===== src/spv_pkg.sv =====
// ----------------------------------------------------------------------------
// spv_pkg
// widths, constants and stage records of the spring pair velocity delta block
// ----------------------------------------------------------------------------
package spv_pkg;

  // field widths
  localparam int POS_W   = 32;
  localparam int UQ_W    = 31;
  localparam int DIFF_W  = 33;
  localparam int RAD_W   = 66;
  localparam int ROOT_W  = 33;
  localparam int SREM_W  = 35;
  localparam int DREM_W  = 33;
  localparam int DVD_W   = 47;
  localparam int Q_W     = 47;
  localparam int U_W     = 17;
  localparam int STR_W   = 35;
  localparam int SMAG_W  = 33;
  localparam int FORCE_W = 48;
  localparam int HALF_W  = 24;
  localparam int R_W     = 56;
  localparam int FRAC_W  = 16;

  // fixed values
  localparam logic [UQ_W-1:0]   TS_RESET   = 31'd1092;
  localparam logic [ROOT_W-1:0] NEAR_LIMIT = 33'd6554;
  localparam logic [U_W-1:0]    U_ONE      = 17'd65536;
  localparam logic [R_W-1:0]    CAP_POS    = 56'h7FFF_FFFF;
  localparam logic [R_W-1:0]    CAP_NEG    = 56'h8000_0000;

  // pipeline layout
  localparam int SQRT_STEPS = 33;
  localparam int QDIV_STEPS = 47;
  localparam int UDIV_STEPS = 17;
  localparam int IT_STAGES  = SQRT_STEPS + UDIV_STEPS;
  localparam int NUM_STAGES = IT_STAGES + 10;

  // per-item data carried along the iteration stages
  typedef struct packed {
    logic [DIFF_W-1:0] ax;
    logic [DIFF_W-1:0] ay;
    logic              sx;
    logic              sy;
    logic              mode;
    logic [DIFF_W-1:0] rgsum;
    logic [UQ_W-1:0]   gain;
    logic [UQ_W-1:0]   m1;
    logic [UQ_W-1:0]   m2;
  } side_t;

  typedef struct packed {
    side_t             side;
    logic [RAD_W-1:0]  rad;
    logic [SREM_W-1:0] srem;
    logic [ROOT_W-1:0] root;
    logic [DVD_W-1:0]  dvd;
    logic [DREM_W-1:0] d1rem;
    logic [DREM_W-1:0] d2rem;
    logic [Q_W-1:0]    q1;
    logic [Q_W-1:0]    q2;
    logic [DREM_W-1:0] uxrem;
    logic [DREM_W-1:0] uyrem;
    logic [U_W-1:0]    ux;
    logic [U_W-1:0]    uy;
  } it_t;

endpackage


===== src/spv_root_step.sv =====
// ----------------------------------------------------------------------------
// spv_root_step
// one digit of a restoring square root, two radicand bits per step
// ----------------------------------------------------------------------------
module spv_root_step import spv_pkg::*; (
  input  logic [SREM_W-1:0] rem_i,
  input  logic [ROOT_W-1:0] root_i,
  input  logic [1:0]        pair_i,
  output logic [SREM_W-1:0] rem_o,
  output logic [ROOT_W-1:0] root_o
);

  logic [SREM_W+1:0] rem_sh;
  logic [SREM_W+1:0] trial;
  logic [SREM_W+1:0] diff;
  logic              ge;

  // bring in the next bit pair and try root*4+1
  assign rem_sh = {rem_i, pair_i};
  assign trial  = {2'b00, root_i, 2'b01};
  assign ge     = rem_sh >= trial;
  assign diff   = rem_sh - trial;
  assign rem_o  = ge ? diff[SREM_W-1:0] : rem_sh[SREM_W-1:0];
  assign root_o = {root_i[ROOT_W-2:0], ge};

endmodule


===== config.mk =====
export PLATFORM = sky130hd
export DESIGN_NAME = spv_root_step
export DESIGN_NICKNAME = d
export VERILOG_FILES = /design/src/spv_pkg.sv /design/src/spv_root_step.sv
export SDC_FILE = /design/constraint.sdc
export NUM_CORES = 1
export LEC_CHECK = 0
export ABC_AREA = 1
export BUFFER_PORTS_ARGS = -buffer_cell sky130_fd_sc_hd__clkbuf_2
export CORE_MARGIN = 2
export CORE_UTILIZATION = 53
export DETAILED_ROUTE_END_ITERATION = 10
export PLACE_DENSITY_LB_ADDON = 0.15
export SYNTH_ARGS = -nofsm -noshare
export SYNTH_HDL_FRONTEND = slang
export SYNTH_SLANG_ARGS = --single-unit

===== constraint.sdc =====
create_clock -name vclk -period 2.51
set_input_delay 0.251 -clock vclk [all_inputs]
set_output_delay 0.251 -clock vclk [all_outputs]
set_load 0.01 [all_outputs]

==> summary.md <==
| Metric | Value |
|---|---|
| Status | `finished, final reports clean` |
| Minimum clock period | `2.395 ns` |
| LEAKAGE | `2.820 nW` |
| Most common cell on crit path | `nand2_1` |
| Synth Instances | `roughly 700` |
| Multi-input gate area | `3042 µm²` |
| WS Path Type | `primary input to primary output` |
| Compound-Gate Fraction of Synth Area | `0.06219` |
| Tcrit/Tclk final | `0.9542` |
| ANT cells | `0` |
| Setup crit end kind | `primary output` |
| Multiplexer share of the synthesized area | `0` |
| Worst min-delay path startpoint | `root_i[19]` |
| Post-Synth Simple-Gate Area | `0.5574` |
| GPL Wtd Cong | `~0.95` |
| Routed vias | `about 4,600` |
| Worst slew margin | `0.6750` |
| Worst setup path startpoint | `rem_i[12]` |
| Top delay family on crit path | `simple AND/OR/NAND/NOR gates` |
| WP buf/inv | `4` |
| Arr. time, crit path | `2.14 ns` |
| Max-cap violations | `0` |
| Initial antenna violation count | `0` |
| Starting Density | `0.5506` |
| Most common cell after layout, fill and taps aside | `nand2_1` |
| First-pass GRT wire length | `about 18 mm` |
| Setup Viol. Count Final | `0` |
| Adder-cell share of the synthesized area | `0.1158` |
| Placed inst area | `4413 µm²` |
| Initial DRC count | `between 200 and 300` |
| Die X | `88.48 µm` |
| Routed vias/inst | `approximately 5.1` |
| Worst Path Required | `around 2.3 ns` |
| Clock buf count | `0` |
| Total gr overflow | `0` |
| Num ports | `138` |
| Synth unique cells | `32` |
| # DRC | `0` |
| Core Box Area | `6869 µm²` |
| Crit-path cells | `clkbuf_2 -> ha_1 -> nand2_1 -> inv_1 -> nand2_1 -> inv_1 -> a21oi_1 -> nand3_1 -> nand2_1 -> nand2_1 -> nand2_1 -> nand3_1 -> nand2_1 -> clkbuf_2` |
| DRT Wirelength | `around 12 mm` |
| Detail Placement HPWL | `around 10 mm` |
| Row count | `30` |
| Fillers | `673` |
| Area delta synth->final | `19.78%` |
| Post-synthesis xor/xnor area fraction | `0.03936` |
| Wirelength per Cell | `around 13 µm` |
| Chip height | `just under 90 µm` |
| VDD IR max | `approximately 160 µV` |
| Main combinational cell family by area after synthesis | `simple AND/OR/NAND/NOR gates` |
| Overall Global Routing Usage | `0.2833` |
| Max stage delay cell, worst path | `ha_1` |
| Slew Limit Fails | `0` |
| Syn Area/Cell | `between 5 and 6 µm²` |
| Fin. Hold Viols | `0` |
| RSZ-0062 raised after global routing | `yes` |
| Ys Warns | `0` |
| CP peak stage delay | `0.35 ns` |
| Most frequent cells in the layout | `nand2_1, clkbuf_2, inv_1` |
| Largest net degree at the start of global routing | `35` |
| Syn nets | `about 810` |
| Vias in the first global route | `between 3,000 and 4,000` |
| Share of post-route cells with drive strength above 1 | `0.3015` |
| Least-Margin Pin Slew | `0.4831 ns` |
| Worst setup margin | `roughly 0.11 ns` |
| Overall power | `around 0.0011 W` |
| Register area share after synthesis | `0` |
| Pwr dens | `253.6 nW/µm²` |
| Element type at the critical path start | `primary input` |
| Max Freq | `417.5 MHz` |
| Syn Std Cell Area | `~3800 µm²` |
| TNS Setup | `0 ns` |
| Fin area | `around 4500 µm²` |
| Detailed Routing Iterations Pass 1 | `5` |
| Final Util | `0.6596` |
| Buffers on Ports | `around 140` |
| Hold endpoint | `root_o[20]` |
| Worst hold path type | `primary input to primary output` |
| Flip-flop and latch count | `0` |
| Nets@finish | `~920` |
| Final antenna-violating net count | `0` |
| Hold Path Cell Cnt | `2` |
| Crit-path max FO | `4` |
| Setup WS pre-CTS | `between 0.03 and 0.04 ns` |
| Die area | `slightly below 8000 µm²` |
| Register area | `0 µm²` |
## power by group
| group | leakage [nW] | internal (W) | total (W) | switching (W) |
|---|---|---|---|---|
| clock | 0 | 0 | 0 | 0 |
| sequential | 0 | 0 | 0 | 0 |
| combinational | 2.82 | 0.000449 | 0.00115 | 0.000699 |
## cell usage after synthesis
cell      count  area (µm²)
and3_1        1       6.260
nor2_4        2       22.52
a21o_1        1       7.510
nand3b_1      8       60.06
inv_1       125       469.2
buf_6         9       101.4
a21oi_2       2       17.52
o21ai_1       1       5.000
nand3_2      41       410.4
xor2_1       16       140.1
buf_4        33       247.7
nand2_2       9       56.30
nor2_1       53       198.9
nor3_1        5       25.02
nand4_4       1       21.27
nand2_1     259       972.2
nand4_1       6       37.54
nor3_4        1       16.27
o211ai_1      1       7.510
buf_8         1       15.01
o21bai_1      7       52.55
xnor2_1       1       8.760
ha_1         35       437.9
inv_2         4       15.01
and2_1        1       6.260
nor2_2        8       50.05
o21ai_0       5       25.02
a21oi_1      24       120.1
nand3_1      39       195.2
nor4_1        3       18.77
clkinv_1      1       3.750
nand2_4       1       11.26
## cells by family (layout without fill, tap and decap cells)
kind of cell    count (synthesis)  count (layout)
compound gates                 41              41
xor+xnor                       17              17
fa+ha+maj                      35              35
buf+inv                       173             285
simple gates                  438             438
## repair_timing
action                                  in CTS  in global routing
buffers inserted                             0                  1
hold buffers                                 0                  0
endpoints found under the setup margin       0                 35
gates resized for setup                      0                 22
## stage by stage
stage	hold WS (ns)	std cells
floorplan	0.5938	704
global placement	0.7042	911
detailed placement	0.7041	911
CTS	0.7044	911
global route	0.7107	912
finish	0.7030	912
## final cells by class
type	count	area share
inverter	130	0.1077
multi-input combinational	531	0.6714
tap	96	0.02651
timing repair buffer	155	0.1944
## layer usage
layer,track usage,share of wire,vias to the layer above
met3,0.006530,0.054,8
met1,0.3943,0.46,2039
li1,-,-,2382
met4,0.02617,0.0086,0
met5,0,0,-
met2,0.5065,0.48,185
## worst max path at each step
stage	slack (ns)	end	cells past startpoint
after floorplan	0.55	rem_o[22]	14
after global placement	0.03	rem_o[19]	16
after detailed placement	0.04	rem_o[14]	16
after CTS	0.03	rem_o[14]	16
after global routing	-0.003	rem_o[29]	15
final	0.11	rem_o[34]	14
Note: power is estimated with default switching activity, not from simulation.
