`src/spv_pkg.sv`:
```
// ----------------------------------------------------------------------------
// spv_pkg
// widths, constants and stage records of the spring pair velocity delta block
// ----------------------------------------------------------------------------
package spv_pkg;

  // field widths
  localparam int POS_W   = 32;
  localparam int UQ_W    = 31;
  localparam int DIFF_W  = 33;
  localparam int RAD_W   = 66;
  localparam int ROOT_W  = 33;
  localparam int SREM_W  = 35;
  localparam int DREM_W  = 33;
  localparam int DVD_W   = 47;
  localparam int Q_W     = 47;
  localparam int U_W     = 17;
  localparam int STR_W   = 35;
  localparam int SMAG_W  = 33;
  localparam int FORCE_W = 48;
  localparam int HALF_W  = 24;
  localparam int R_W     = 56;
  localparam int FRAC_W  = 16;

  // fixed values
  localparam logic [UQ_W-1:0]   TS_RESET   = 31'd1092;
  localparam logic [ROOT_W-1:0] NEAR_LIMIT = 33'd6554;
  localparam logic [U_W-1:0]    U_ONE      = 17'd65536;
  localparam logic [R_W-1:0]    CAP_POS    = 56'h7FFF_FFFF;
  localparam logic [R_W-1:0]    CAP_NEG    = 56'h8000_0000;

  // pipeline layout
  localparam int SQRT_STEPS = 33;
  localparam int QDIV_STEPS = 47;
  localparam int UDIV_STEPS = 17;
  localparam int IT_STAGES  = SQRT_STEPS + UDIV_STEPS;
  localparam int NUM_STAGES = IT_STAGES + 10;

  // per-item data carried along the iteration stages
  typedef struct packed {
    logic [DIFF_W-1:0] ax;
    logic [DIFF_W-1:0] ay;
    logic              sx;
    logic              sy;
    logic              mode;
    logic [DIFF_W-1:0] rgsum;
    logic [UQ_W-1:0]   gain;
    logic [UQ_W-1:0]   m1;
    logic [UQ_W-1:0]   m2;
  } side_t;

  typedef struct packed {
    side_t             side;
    logic [RAD_W-1:0]  rad;
    logic [SREM_W-1:0] srem;
    logic [ROOT_W-1:0] root;
    logic [DVD_W-1:0]  dvd;
    logic [DREM_W-1:0] d1rem;
    logic [DREM_W-1:0] d2rem;
    logic [Q_W-1:0]    q1;
    logic [Q_W-1:0]    q2;
    logic [DREM_W-1:0] uxrem;
    logic [DREM_W-1:0] uyrem;
    logic [U_W-1:0]    ux;
    logic [U_W-1:0]    uy;
  } it_t;

endpackage

```
`src/spv_scale_sat.sv`:
```
// ----------------------------------------------------------------------------
// spv_scale_sat
// force times dt/mass in Q16.16, saturated and signed, two register stages
// ----------------------------------------------------------------------------
module spv_scale_sat import spv_pkg::*; (
  input  logic                    clk,
  input  logic                    en,
  input  logic [FORCE_W-1:0]      f_i,
  input  logic [Q_W-1:0]          q_i,
  input  logic                    neg_i,
  output logic signed [POS_W-1:0] dv_o
);

  logic [HALF_W-1:0]    f_hi;
  logic [Q_W-HALF_W-1:0] q_hi;
  logic                 sat;
  logic [FORCE_W-1:0]   op_a;
  logic [HALF_W-1:0]    op_b;
  logic                 j_sat_r;
  logic                 j_neg_r;
  logic [FORCE_W-1:0]   j_hi_r;
  logic [FORCE_W-1:0]   j_lo_r;
  logic [R_W+FRAC_W-1:0] sum;
  logic [R_W-1:0]       res;
  logic [R_W-1:0]       cap;
  logic [R_W-1:0]       mag;
  logic [POS_W-1:0]     dv_r;

  // both upper halves set means the product is far beyond the range;
  // otherwise one operand fits in a half word
  assign f_hi = f_i[FORCE_W-1:HALF_W];
  assign q_hi = q_i[Q_W-1:HALF_W];
  assign sat  = (f_hi != '0) && (q_hi != '0);
  assign op_a = (q_hi == '0) ? f_i : {1'b0, q_i};
  assign op_b = (q_hi == '0) ? q_i[HALF_W-1:0] : f_i[HALF_W-1:0];

  // partial products
  always_ff @(posedge clk) begin
    if (en) begin
      j_sat_r <= sat;
      j_neg_r <= neg_i;
      j_hi_r  <= op_a[FORCE_W-1:HALF_W] * op_b;
      j_lo_r  <= op_a[HALF_W-1:0] * op_b;
    end
  end

  // recombine, drop the fraction, clip and apply the sign
  assign sum = {j_hi_r, {HALF_W{1'b0}}} + (R_W+FRAC_W)'(j_lo_r);
  assign res = sum[R_W+FRAC_W-1:FRAC_W];
  assign cap = j_neg_r ? CAP_NEG : CAP_POS;
  assign mag = (j_sat_r || (res > cap)) ? cap : res;

  always_ff @(posedge clk) begin
    if (en) begin
      dv_r <= j_neg_r ? (POS_W'(0) - mag[POS_W-1:0]) : mag[POS_W-1:0];
    end
  end

  assign dv_o = dv_r;

endmodule

```
`config.mk`:
```
export PLATFORM = sky130hd
export DESIGN_NAME = spv_scale_sat
export DESIGN_NICKNAME = d
export VERILOG_FILES = /design/src/spv_pkg.sv /design/src/spv_scale_sat.sv
export SDC_FILE = /design/constraint.sdc
export NUM_CORES = 2
export LEC_CHECK = 0
export ABC_AREA = 0
export BUFFER_PORTS_ARGS = -buffer_cell sky130_fd_sc_hd__buf_4
export CAP_MARGIN = 25
export CORE_MARGIN = 2
export CORE_UTILIZATION = 24
export DETAILED_ROUTE_END_ITERATION = 7
export PLACE_DENSITY = 0.44
export SLEW_MARGIN = 10
export SYNTH_ARGS = -nofsm -noshare
export SYNTH_HDL_FRONTEND = slang
export SYNTH_SLANG_ARGS = --single-unit
```
`constraint.sdc`:
```
create_clock -name clk -period 11.9 [get_ports clk]
set_input_delay 0.595 -clock clk [delete_from_list [all_inputs] [get_ports clk]]
set_output_delay 0.595 -clock clk [all_outputs]
set_load 0.05 [all_outputs]
```
==> results.txt <==
Total track usage = 18.4%
Vias per inst = 4.55
Hold buffers post-CTS = 0
Top FF cell, synth = edfxtp_1
Post-synth EDFFs = 114
Remaining DRCs = 0
Final Cycle Share = 89.0%
Top cells by area, synth = fa_1, ha_1, inv_1
Most frequent cell after synthesis = inv_1
Period minus WS final = 10600 ps
Clk_skew = 9.94 ps
Die ar. = 188000 sq um
Arrival @ worst endpoint = 10760 ps
Syn_nets = 6481
Initial Util = 24.1%
Nets = 6549
Die Y = 433 microns
Dominant cell type by area after synthesis = fa_1
Starting DRC count in detailed routing = 2520
Post-Syn Instances = 5018
R2R Setup Slk = 3760 ps
Share of the synthesized area in the top cell type = 43.7%
Worst path max stage delay = 930 ps
Grt ovf = 0
DIE WIDTH = 433 microns
First-pass GRT wire length = 251 mm
Outcome = finished clean
Yosys warns = 0
Max Clk Rate = 94.4 MHz
Fin. max-slew vios = 0
Wire length per cell = 22.5 microns
Setup_tns = 0 ps
Rel. slew slack = 24.3%
Clk_lat worst skew = 430 ps
Inst Count DP = 7531
Max Fanout on Critical Path = 34
I/O pin count = 130
First-pass detailed-route iteration total = 6
RSZ-0062 raised after global routing = false
Syn Area/Cell = 8.81 sq um
Row cnt = 157
WS Path Type = in2reg
Met2 wire length = 78.3 mm
Critical Path Sink Type = register
CTS tree = yes
Initial antenna violation count = 1
Cell Area, Synth = 44200 sq um
Gp weighted congestion = 0.945
Clock transition at path regs = 60 ps
MaxCap Viol Count = 0
Layout Area Growth over Synthesis = 11.7%
Fin. Hold Viols = 0
PostCTS Resize Cnt = 0
Met3 wire length = 8.46 mm
Drt total wl = 171 mm
Worst slew pin tran = 1100 ps
Wl on met1 = 76.5 mm
Critical path's top delay family = adder cells
Layout cells sized above 1 = 7.81%
Critical Path RT = 12070 ps
# Post-CTS Setup Buffers = 0
Post-DP HPWL = 143 mm
Vias = 34400
Vias in the first global route = 36400
Cts bufs inserted = 17
Maximum level of the CTS H-tree = 4
Largest net degree at the start of global routing = 85
Crit-path slowest cell = a2111oi_0
I/O Buffers = 129
Synth unique cells = 82
Yosys reg bits = 114
Top Metal Used = met4
Place WS = 908 ps
CP Launch Type = primary input
Setup violators final = 0
WP buf/inv = 8
Core region area = 183000 sq um
Synth async-reset ratio = 0%
Clock root cell = clkbuf_16
Post-DRT Antenna Nets = 0
CTS max path bufs = 2
Crit-path most repeated cell = fa_1
Worst Setup Slack, final = 1300 ps
Final Non-Filler Cells = 7564
Min-delay worst type = in2reg
Most frequent cells after synthesis = inv_1, fa_1, nand2_1, nor2_1, ha_1
Final core utilization = 27.0%
Post-synthesis sequential area ratio = 7.75%
Num Clock Sinks = 114
## sequential cells by signal (all words and copies together), names as in the netlist
signal   flops
dv_o        32
j_hi_r      48
j_lo_r      32
j_neg_r      1
j_sat_r      1
## layout make-up
class | count | area [sq um]
repair buffers | 265 | 2130
well taps | 2464 | 3080
fillers | 19900 | 134000
flip-flops and latches | 114 | 3420
clock buffers | 18 | 429
multi-input cells | 3571 | 35900
inverters | 1117 | 4190
diodes | 1 | 2.50
clock inverters | 14 | 165
## routing by layer
metal	up-vias	GRT usage, %
met1	17800	25.2
met5	-	0
met4	0	6.91
met2	989	29.9
li1	15500	-
met3	190	1.81
## logic make-up (layout without fill, tap and decap cells)
family	count (synthesis)	count (layout)	share of synthesized area, %
other	0	1	0
adders and majority gates	1365	1365	55.0
AOI/OAI and AO/OA	444	444	6.63
DFF	114	114	7.75
buffers and inverters	1333	1414	11.4
xor gates and xnor gates	100	100	1.98
and+or+nand+nor	1562	1562	14.8
muxes	100	100	2.40
## final timing paths
kind	from	to	cells past startpoint
setup / recovery	q_i[29]	j_hi_r[47]	33
hold / removal	neg_i	j_neg_r	1
setup reg to reg	j_hi_r[6]	dv_o[28]	27
hold reg to reg	j_lo_r[20]	dv_o[4]	3
## stage by stage
stage          hold WS [ps]  instance area, sq um
2_1_floorplan           694                 44200
3_3_place_gp            778                 48700
3_5_place_dp            779                 48800
4_1_cts                 316                 49400
5_1_grt                 319                 49400
6_report                337                 49400
## cell usage in the layout, fill, tap and decap left out, drive strengths merged, types with 6 or more instances in the layout
cell	netlist	layout
o2111ai	7	7
xnor2	68	68
nor2	638	638
o21a	21	21
a21boi	11	11
o211ai	9	9
o31ai	15	15
or2	6	6
o41ai	6	6
ha	401	401
mux2i	51	51
a211oi	23	23
mux2	49	49
and4	13	13
inv	1117	1117
or3	12	12
clkbuf	177	18
and2	15	15
edfxtp	114	114
nand2b	14	14
a31oi	17	17
a21o	71	71
nor4	18	18
nand4	34	34
and3	35	35
o21bai	11	11
nor3	33	33
clkinv	0	7
a2111oi	6	6
xor2	32	32
a211o	6	6
buf	39	265
o21ai	64	64
or4	6	6
nand3	33	33
nor2b	18	18
fa	964	964
a21oi	138	138
nand2	669	669
Power is not shown: default switching activity piles up to over one toggle a cycle in this logic, so the estimate is an artifact.
