$ cat src/spv_pkg.sv
// ----------------------------------------------------------------------------
// spv_pkg
// widths, constants and stage records of the spring pair velocity delta block
// ----------------------------------------------------------------------------
package spv_pkg;

  // field widths
  localparam int POS_W   = 32;
  localparam int UQ_W    = 31;
  localparam int DIFF_W  = 33;
  localparam int RAD_W   = 66;
  localparam int ROOT_W  = 33;
  localparam int SREM_W  = 35;
  localparam int DREM_W  = 33;
  localparam int DVD_W   = 47;
  localparam int Q_W     = 47;
  localparam int U_W     = 17;
  localparam int STR_W   = 35;
  localparam int SMAG_W  = 33;
  localparam int FORCE_W = 48;
  localparam int HALF_W  = 24;
  localparam int R_W     = 56;
  localparam int FRAC_W  = 16;

  // fixed values
  localparam logic [UQ_W-1:0]   TS_RESET   = 31'd1092;
  localparam logic [ROOT_W-1:0] NEAR_LIMIT = 33'd6554;
  localparam logic [U_W-1:0]    U_ONE      = 17'd65536;
  localparam logic [R_W-1:0]    CAP_POS    = 56'h7FFF_FFFF;
  localparam logic [R_W-1:0]    CAP_NEG    = 56'h8000_0000;

  // pipeline layout
  localparam int SQRT_STEPS = 33;
  localparam int QDIV_STEPS = 47;
  localparam int UDIV_STEPS = 17;
  localparam int IT_STAGES  = SQRT_STEPS + UDIV_STEPS;
  localparam int NUM_STAGES = IT_STAGES + 10;

  // per-item data carried along the iteration stages
  typedef struct packed {
    logic [DIFF_W-1:0] ax;
    logic [DIFF_W-1:0] ay;
    logic              sx;
    logic              sy;
    logic              mode;
    logic [DIFF_W-1:0] rgsum;
    logic [UQ_W-1:0]   gain;
    logic [UQ_W-1:0]   m1;
    logic [UQ_W-1:0]   m2;
  } side_t;

  typedef struct packed {
    side_t             side;
    logic [RAD_W-1:0]  rad;
    logic [SREM_W-1:0] srem;
    logic [ROOT_W-1:0] root;
    logic [DVD_W-1:0]  dvd;
    logic [DREM_W-1:0] d1rem;
    logic [DREM_W-1:0] d2rem;
    logic [Q_W-1:0]    q1;
    logic [Q_W-1:0]    q2;
    logic [DREM_W-1:0] uxrem;
    logic [DREM_W-1:0] uyrem;
    logic [U_W-1:0]    ux;
    logic [U_W-1:0]    uy;
  } it_t;

endpackage

$ cat src/spv_div_step.sv
// ----------------------------------------------------------------------------
// spv_div_step
// one quotient bit of a restoring divider
// ----------------------------------------------------------------------------
module spv_div_step import spv_pkg::*; (
  input  logic [DREM_W-1:0] rem_i,
  input  logic              bit_i,
  input  logic [DREM_W-1:0] dvs_i,
  output logic [DREM_W-1:0] rem_o,
  output logic              q_o
);

  logic [DREM_W:0] rem_sh;
  logic [DREM_W:0] diff;

  // shift in one dividend bit and subtract where it fits
  assign rem_sh = {rem_i, bit_i};
  assign q_o    = rem_sh >= {1'b0, dvs_i};
  assign diff   = rem_sh - {1'b0, dvs_i};
  assign rem_o  = q_o ? diff[DREM_W-1:0] : rem_sh[DREM_W-1:0];

endmodule

$ cat config.mk
export PLATFORM = sky130hd
export DESIGN_NAME = spv_div_step
export DESIGN_NICKNAME = d
export VERILOG_FILES = /design/src/spv_pkg.sv /design/src/spv_div_step.sv
export SDC_FILE = /design/constraint.sdc
export NUM_CORES = 1
export LEC_CHECK = 0
export ABC_CLOCK_PERIOD_IN_PS = 3000
export BUFFER_PORTS_ARGS = -buffer_cell sky130_fd_sc_hd__buf_2
export CAP_MARGIN = 20
export CORE_ASPECT_RATIO = 0.8
export CORE_MARGIN = 2
export CORE_UTILIZATION = 40
export DETAILED_ROUTE_END_ITERATION = 10
export GPL_TIMING_DRIVEN = 0
export PLACE_DENSITY = 0.68
export SYNTH_ARGS = -nofsm -noshare
export SYNTH_HDL_FRONTEND = slang
export SYNTH_SLANG_ARGS = --single-unit
$ cat constraint.sdc
create_clock -name vclk -period 3
set_clock_uncertainty 0.2 [all_clocks]
set_input_delay 0.15 -clock vclk [all_inputs]
set_output_delay 0.15 -clock vclk [all_outputs]
set_load 0.005 [all_outputs]
==> results of run 1 <==
-- power groups by stage --
| stage | Combinational, W | Clock [W] | Sequential (W) |
|---|---|---|---|
| after global routing | 0.000886 | 0 | 0 |
| after floorplan | 0.000477 | 0 | 0 |
| after CTS | 0.000762 | 0 | 0 |
| final | 0.000801 | 0 | 0 |
| after detailed placement | 0.000700 | 0 | 0 |
| after global placement | 0.000694 | 0 | 0 |
-- how the worst min path moves through the flow --
stage                          from         to  slack, ns  cells after the start
after floorplan               bit_i   rem_o[0]       0.19                      2
after global placement    rem_i[24]  rem_o[25]       0.38                      4
after detailed placement      bit_i   rem_o[0]       0.39                      4
after CTS                     bit_i   rem_o[0]       0.37                      4
after global routing          bit_i   rem_o[0]       0.39                      4
final                         bit_i   rem_o[0]       0.37                      4
-- synthesized netlist by cell type, drive strengths merged, types with 2 or more instances --
| master | number | share of area |
|---|---|---|
| o211ai | 3 | 0.0094 |
| xor2 | 12 | 0.044 |
| clkbuf | 8 | 0.012 |
| a21o | 11 | 0.035 |
| nor3 | 5 | 0.010 |
| a21oi | 35 | 0.074 |
| o31ai | 6 | 0.024 |
| nor4 | 4 | 0.010 |
| nand2 | 58 | 0.091 |
| a21boi | 3 | 0.0094 |
| xnor2 | 16 | 0.058 |
| nand3 | 8 | 0.017 |
| nand2b | 4 | 0.010 |
| inv | 43 | 0.067 |
| nand4 | 3 | 0.0078 |
| ha | 33 | 0.17 |
| a2111oi | 2 | 0.0078 |
| buf | 7 | 0.030 |
| a31oi | 3 | 0.0078 |
| and3 | 7 | 0.018 |
| a221o | 2 | 0.0088 |
| or3 | 2 | 0.0052 |
| nor2 | 15 | 0.023 |
| a211oi | 4 | 0.012 |
| o21ai | 45 | 0.12 |
| o21a | 4 | 0.012 |
| o21bai | 8 | 0.025 |
-- per-stage QoR --
step	hold slack, ns	instance area [µm²]	std cells	setup slack (ns)
after floorplan	0.191	2400	366	0.180
after global placement	0.380	3010	548	-0.492
after detailed placement	0.386	3010	548	-0.485
after CTS	0.366	3220	559	0.00726
after global routing	0.385	3340	561	-0.103
final	0.368	3340	561	-0.0210
-- worst max-delay path, delay by kind of cell --
kind                     cells  cell delay [ns]
XOR/XNOR                     1             0.16
buffers and inverters        6             0.59
AO/OA/AOI/OAI                7             1.29
adder cells (fa/ha/maj)      2             0.47
-- what timing repair did --
action | CTS | global route
hold buffers | 0 | 0
pin swaps | 10 | 11
setup endpoints to repair | 34 | 33
resized for setup | 30 | 23
buffers inserted | 11 | 4
-- routing by layer --
metal / up-vias / wire, µm
met5: - / 0
met4: 0 / 24
met3: 4 / 356
met2: 88 / 3220
met1: 1336 / 3510
li1: 1535 / -
-- layout make-up --
| cell class | count | area share |
|---|---|---|
| Inverter | 43 | 0.0490 |
| Timing Repair Buffer | 116 | 0.198 |
| Tap cell | 81 | 0.0303 |
| Multi-Input combinational cell | 308 | 0.687 |
| Buffer | 13 | 0.0348 |
-- logic make-up (layout without fill, tap and decap cells) --
family | after synthesis | count (layout) | synth area share
AO/OA/AOI/OAI | 136 | 136 | 0.399
XOR/XNOR | 28 | 28 | 0.102
adder cells (fa/ha/maj) | 34 | 34 | 0.180
buffers and inverters | 58 | 172 | 0.110
multiplexers | 1 | 1 | 0.00624
AND/OR/NAND/NOR | 109 | 109 | 0.203
==> results.json, run 1 <==
{
  "grt_max_degree": 11,
  "met3_usage": 0.00821,
  "finalHoldViolCount": 0,
  "vdd_drop_max_mv": 0.121,
  "std_cell_rows": 25,
  "ys_seq_area_frac": 0,
  "globalplace.congestion": 0.911,
  "slew-limit-headroom": 0.657,
  "die_w_um": 90.7,
  "ant_nets": 0,
  "clock_buffers": 0,
  "powerDensity_nw_per_um2": 240,
  "vias": 2963,
  "multi_input_area_um2": 2300,
  "grt_use_total": 0.203,
  "arrival_ns": 2.67,
  "worst_pin_slew_ns": 0.510,
  "syn_nets": 467,
  "drive_above_1_share": 0.369,
  "use_met2": 0.357,
  "fillers": 593,
  "hp-class": "input port to primary output",
  "grt_pass1_vias": 2658,
  "wl_um": 7110,
  "critPathCaptureType": "primary output",
  "critPathMaxStageDelay_ns": 0.42,
  "antennaDiodeCount": 0,
  "final_cell_mix": "100 x buf_2, 54 x nand2_1, 41 x inv_1, 32 x a21oi_1, 28 x ha_1",
  "setup_violations": 1,
  "crit_path_end": "rem_o[30]",
  "cp-startpoint": "bit_i",
  "grt_first_pass_wirelength_um": 11700,
  "syn_area_um2": 2400,
  "timing.final.crit_period_ns": 3.02,
  "seq_area_um2": 0,
  "seq_cell_count": 0,
  "crit_path_start_kind": "input port",
  "crit_path_frequent_cell": "buf_4",
  "fin_util": 0.571,
  "dieArea_um2": 6650,
  "required_ns": 2.65,
  "first_pass_iters": 5,
  "synthDistinctLibCells": 50,
  "fin_crit_sh": 1.01,
  "drc_errors": 0,
  "overflow": 0,
  "power.share.sequential": 0,
  "p_clk_frac": 0,
  "post_drt_wl_per_cell_um": 12.7,
  "layout_commonest_cell": "buf_2",
  "crit_chain": "buf_8 -> inv_4 -> ha_4 -> inv_2 -> fa_2 -> a21o_1 -> a221o_2 -> a21oi_4 -> o41a_4 -> o31ai_4 -> buf_4 -> buf_4 -> a31oi_1 -> xor2_1 -> o21ai_1 -> buf_2",
  "initial_core_util": 0.411,
  "io_buffers": 101,
  "leakagePower_nw": 1.68,
  "syn-instance-count": 366,
  "violations": "negative setup slack",
  "met1_usage": 0.292,
  "switchingPower_w": 0.000416,
  "nets": 583,
  "critical_path_class": "input port to primary output",
  "slew_viol_final": 0,
  "grt.busiest_layer": "met2",
  "fmax_mhz": 331,
  "internal-power_w": 0.000385,
  "drt_iter0_drc": 140,
  "yosys_warnings": 0,
  "slowest_stage": "a221o_2",
  "syn_avg_cell_area_um2": 6.57,
  "antenna_found_initial": 0,
  "max-cap-violations": 0,
  "vias_per_cell": 5.28,
  "power.total_w": 0.000801,
  "die_h_um": 73.4,
  "fin_setup_tns_ns": -0.0210,
  "p_comb_frac": 1.000,
  "run_status": "finished with violations",
  "core-area_um2": 5850,
  "syn_to_final_growth_pct": 39.0,
  "path_max_fanout": 3,
  "worst_slack_ns": -0.0210,
  "io-pin-count": 101,
  "dpl.hpwl_um": 5830,
  "swShare": 0.520,
  "rsz0062_at_grt": "yes"
}
Power figures use the tool's default switching activity.
==> run 2: changes to the inputs <==
--- a/config.mk
+++ b/config.mk
@@ -14,6 +14,7 @@
 export DETAILED_ROUTE_END_ITERATION = 10
 export GPL_TIMING_DRIVEN = 0
 export PLACE_DENSITY = 0.68
+export SETUP_SLACK_MARGIN = 0.05
 export SYNTH_ARGS = -nofsm -noshare
 export SYNTH_HDL_FRONTEND = slang
 export SYNTH_SLANG_ARGS = --single-unit
==> results.json, run 2 (synthesis results as in run 1) <==
{
  "hold_buffers": 0,
  "crit_path_end": "rem_o[1]",
  "dpl.hpwl_um": 5830,
  "hp-class": "input port to primary output",
  "critical_path_class": "input port to primary output",
  "worstHoldPathCells": 4,
  "pre_cts_slack_ns": -0.485,
  "powerDensity_nw_per_um2": 241,
  "fin_crit_sh": 1.01,
  "run_status": "finished with violations",
  "vdd_drop_max_mv": 0.115,
  "required_ns": 2.65,
  "critPathCaptureType": "primary output",
  "die_h_um": 73.4,
  "antenna_found_initial": 0,
  "timing.final.crit_period_ns": 3.03,
  "worst_pin_slew_ns": 0.498,
  "grt_first_pass_wirelength_um": 11900,
  "seq_cell_count": 0,
  "wl_um": 7250,
  "globalplace.congestion": 0.911,
  "max-cap-violations": 0,
  "grt_use_total": 0.207,
  "fin_setup_tns_ns": -0.0696,
  "die_w_um": 90.7,
  "fmax_mhz": 330,
  "antennaDiodeCount": 0,
  "post_drt_wl_per_cell_um": 13.0,
  "grt_max_degree": 11,
  "leakagePower_nw": 1.68,
  "slew_viol_final": 0,
  "crit_path_start_kind": "input port",
  "path_max_fanout": 5,
  "worst_slack_ns": -0.0271,
  "std_cell_rows": 25,
  "drive_above_1_share": 0.367,
  "core-area_um2": 5850,
  "arrival_ns": 2.68,
  "setup_violations": 5,
  "layout_commonest_cell": "buf_2",
  "cp-startpoint": "bit_i",
  "vias": 2938,
  "fillers": 598,
  "io_buffers": 101,
  "first_pass_iters": 4,
  "clock_buffers": 0,
  "seq_area_um2": 0,
  "drt_iter0_drc": 137,
  "slew-limit-headroom": 0.665,
  "ant_nets": 0,
  "overflow": 0,
  "final_cell_mix": "100 x buf_2, 52 x nand2_1, 41 x inv_1, 32 x a21oi_1, 28 x ha_1",
  "io-pin-count": 101,
  "finalHoldViolCount": 0,
  "vias_per_cell": 5.27,
  "initial_core_util": 0.411,
  "grt_pass1_vias": 2693,
  "dieArea_um2": 6650,
  "drc_errors": 0,
  "syn_to_final_growth_pct": 38.5,
  "violations": "negative setup slack",
  "rsz0062_at_grt": "yes",
  "nets": 580
}
[run 2: changes by cell type in the layout (fill, tap and decap cells not counted), moves of 2 or more]
cell     before  now
o21ai_0      21   13
o21ai_1       5   13
buf_12        3    1
nand2_1      54   52
nand2_4       0    2
[run 2: metrics by stage]
step	cells	util	instance area, µm²	hold slack (ns)	power, W
floorplan	366	-	2400	0.191	0.000477
global placement	548	0.515	3010	0.380	0.000694
detailed placement	548	0.515	3010	0.386	0.000700
CTS	559	0.556	3250	0.377	0.000776
global route	558	0.569	3330	0.385	0.000886
finish	558	0.569	3330	0.367	0.000804
[run 2: cell type report]
cell class	count	area, µm²	share of cell area
Timing Repair Buffer	115	651	0.195
Inverter	43	164	0.0492
Buffer	11	108	0.0323
Multi-Input combinational cell	308	2310	0.693
Tap cell	81	101	0.0304
[run 2: what timing repair did]
| action | in CTS | in global routing |
|---|---|---|
| hold endpoints to repair | 0 | 0 |
| setup endpoints to repair | 34 | 33 |
| setup buffers | 11 | 1 |
| gates cloned | 2 | 0 |
| gates resized for setup | 37 | 26 |
| pin swaps | 17 | 6 |
[run 2: worst min path at each step]
stage	start	slack [ns]	endpoint
floorplan	bit_i	0.19	rem_o[0]
global placement	rem_i[24]	0.38	rem_o[25]
detailed placement	bit_i	0.39	rem_o[0]
CTS	bit_i	0.38	rem_o[0]
global route	bit_i	0.39	rem_o[0]
finish	bit_i	0.37	rem_o[0]
[run 2: per-layer routing]
layer	global-route usage	vias to the layer above	wire length, µm
met5	0	-	0
met4	0.00684	0	19
met3	0.00821	2	395
met2	0.367	92	3300
met1	0.296	1314	3540
li1	-	1530	-
[run 2: critical path, stage by stage]
cell     delay (ns)
buf_8          0.10
inv_4          0.04
ha_4           0.12
inv_2          0.03
fa_2           0.35
a21o_1         0.18
a221o_2        0.42
a21oi_4        0.17
o41a_4         0.18
o31ai_4        0.06
a41oi_2        0.22
buf_6          0.20
mux2_4         0.32
buf_6          0.12
[run 2: where the power goes]
part	leakage, nW	switching [W]	internal [W]
combinational	1.68	0.000421	0.000383
clock	0	0	0
sequential	0	0	0
total	1.68	0.000421	0.000383
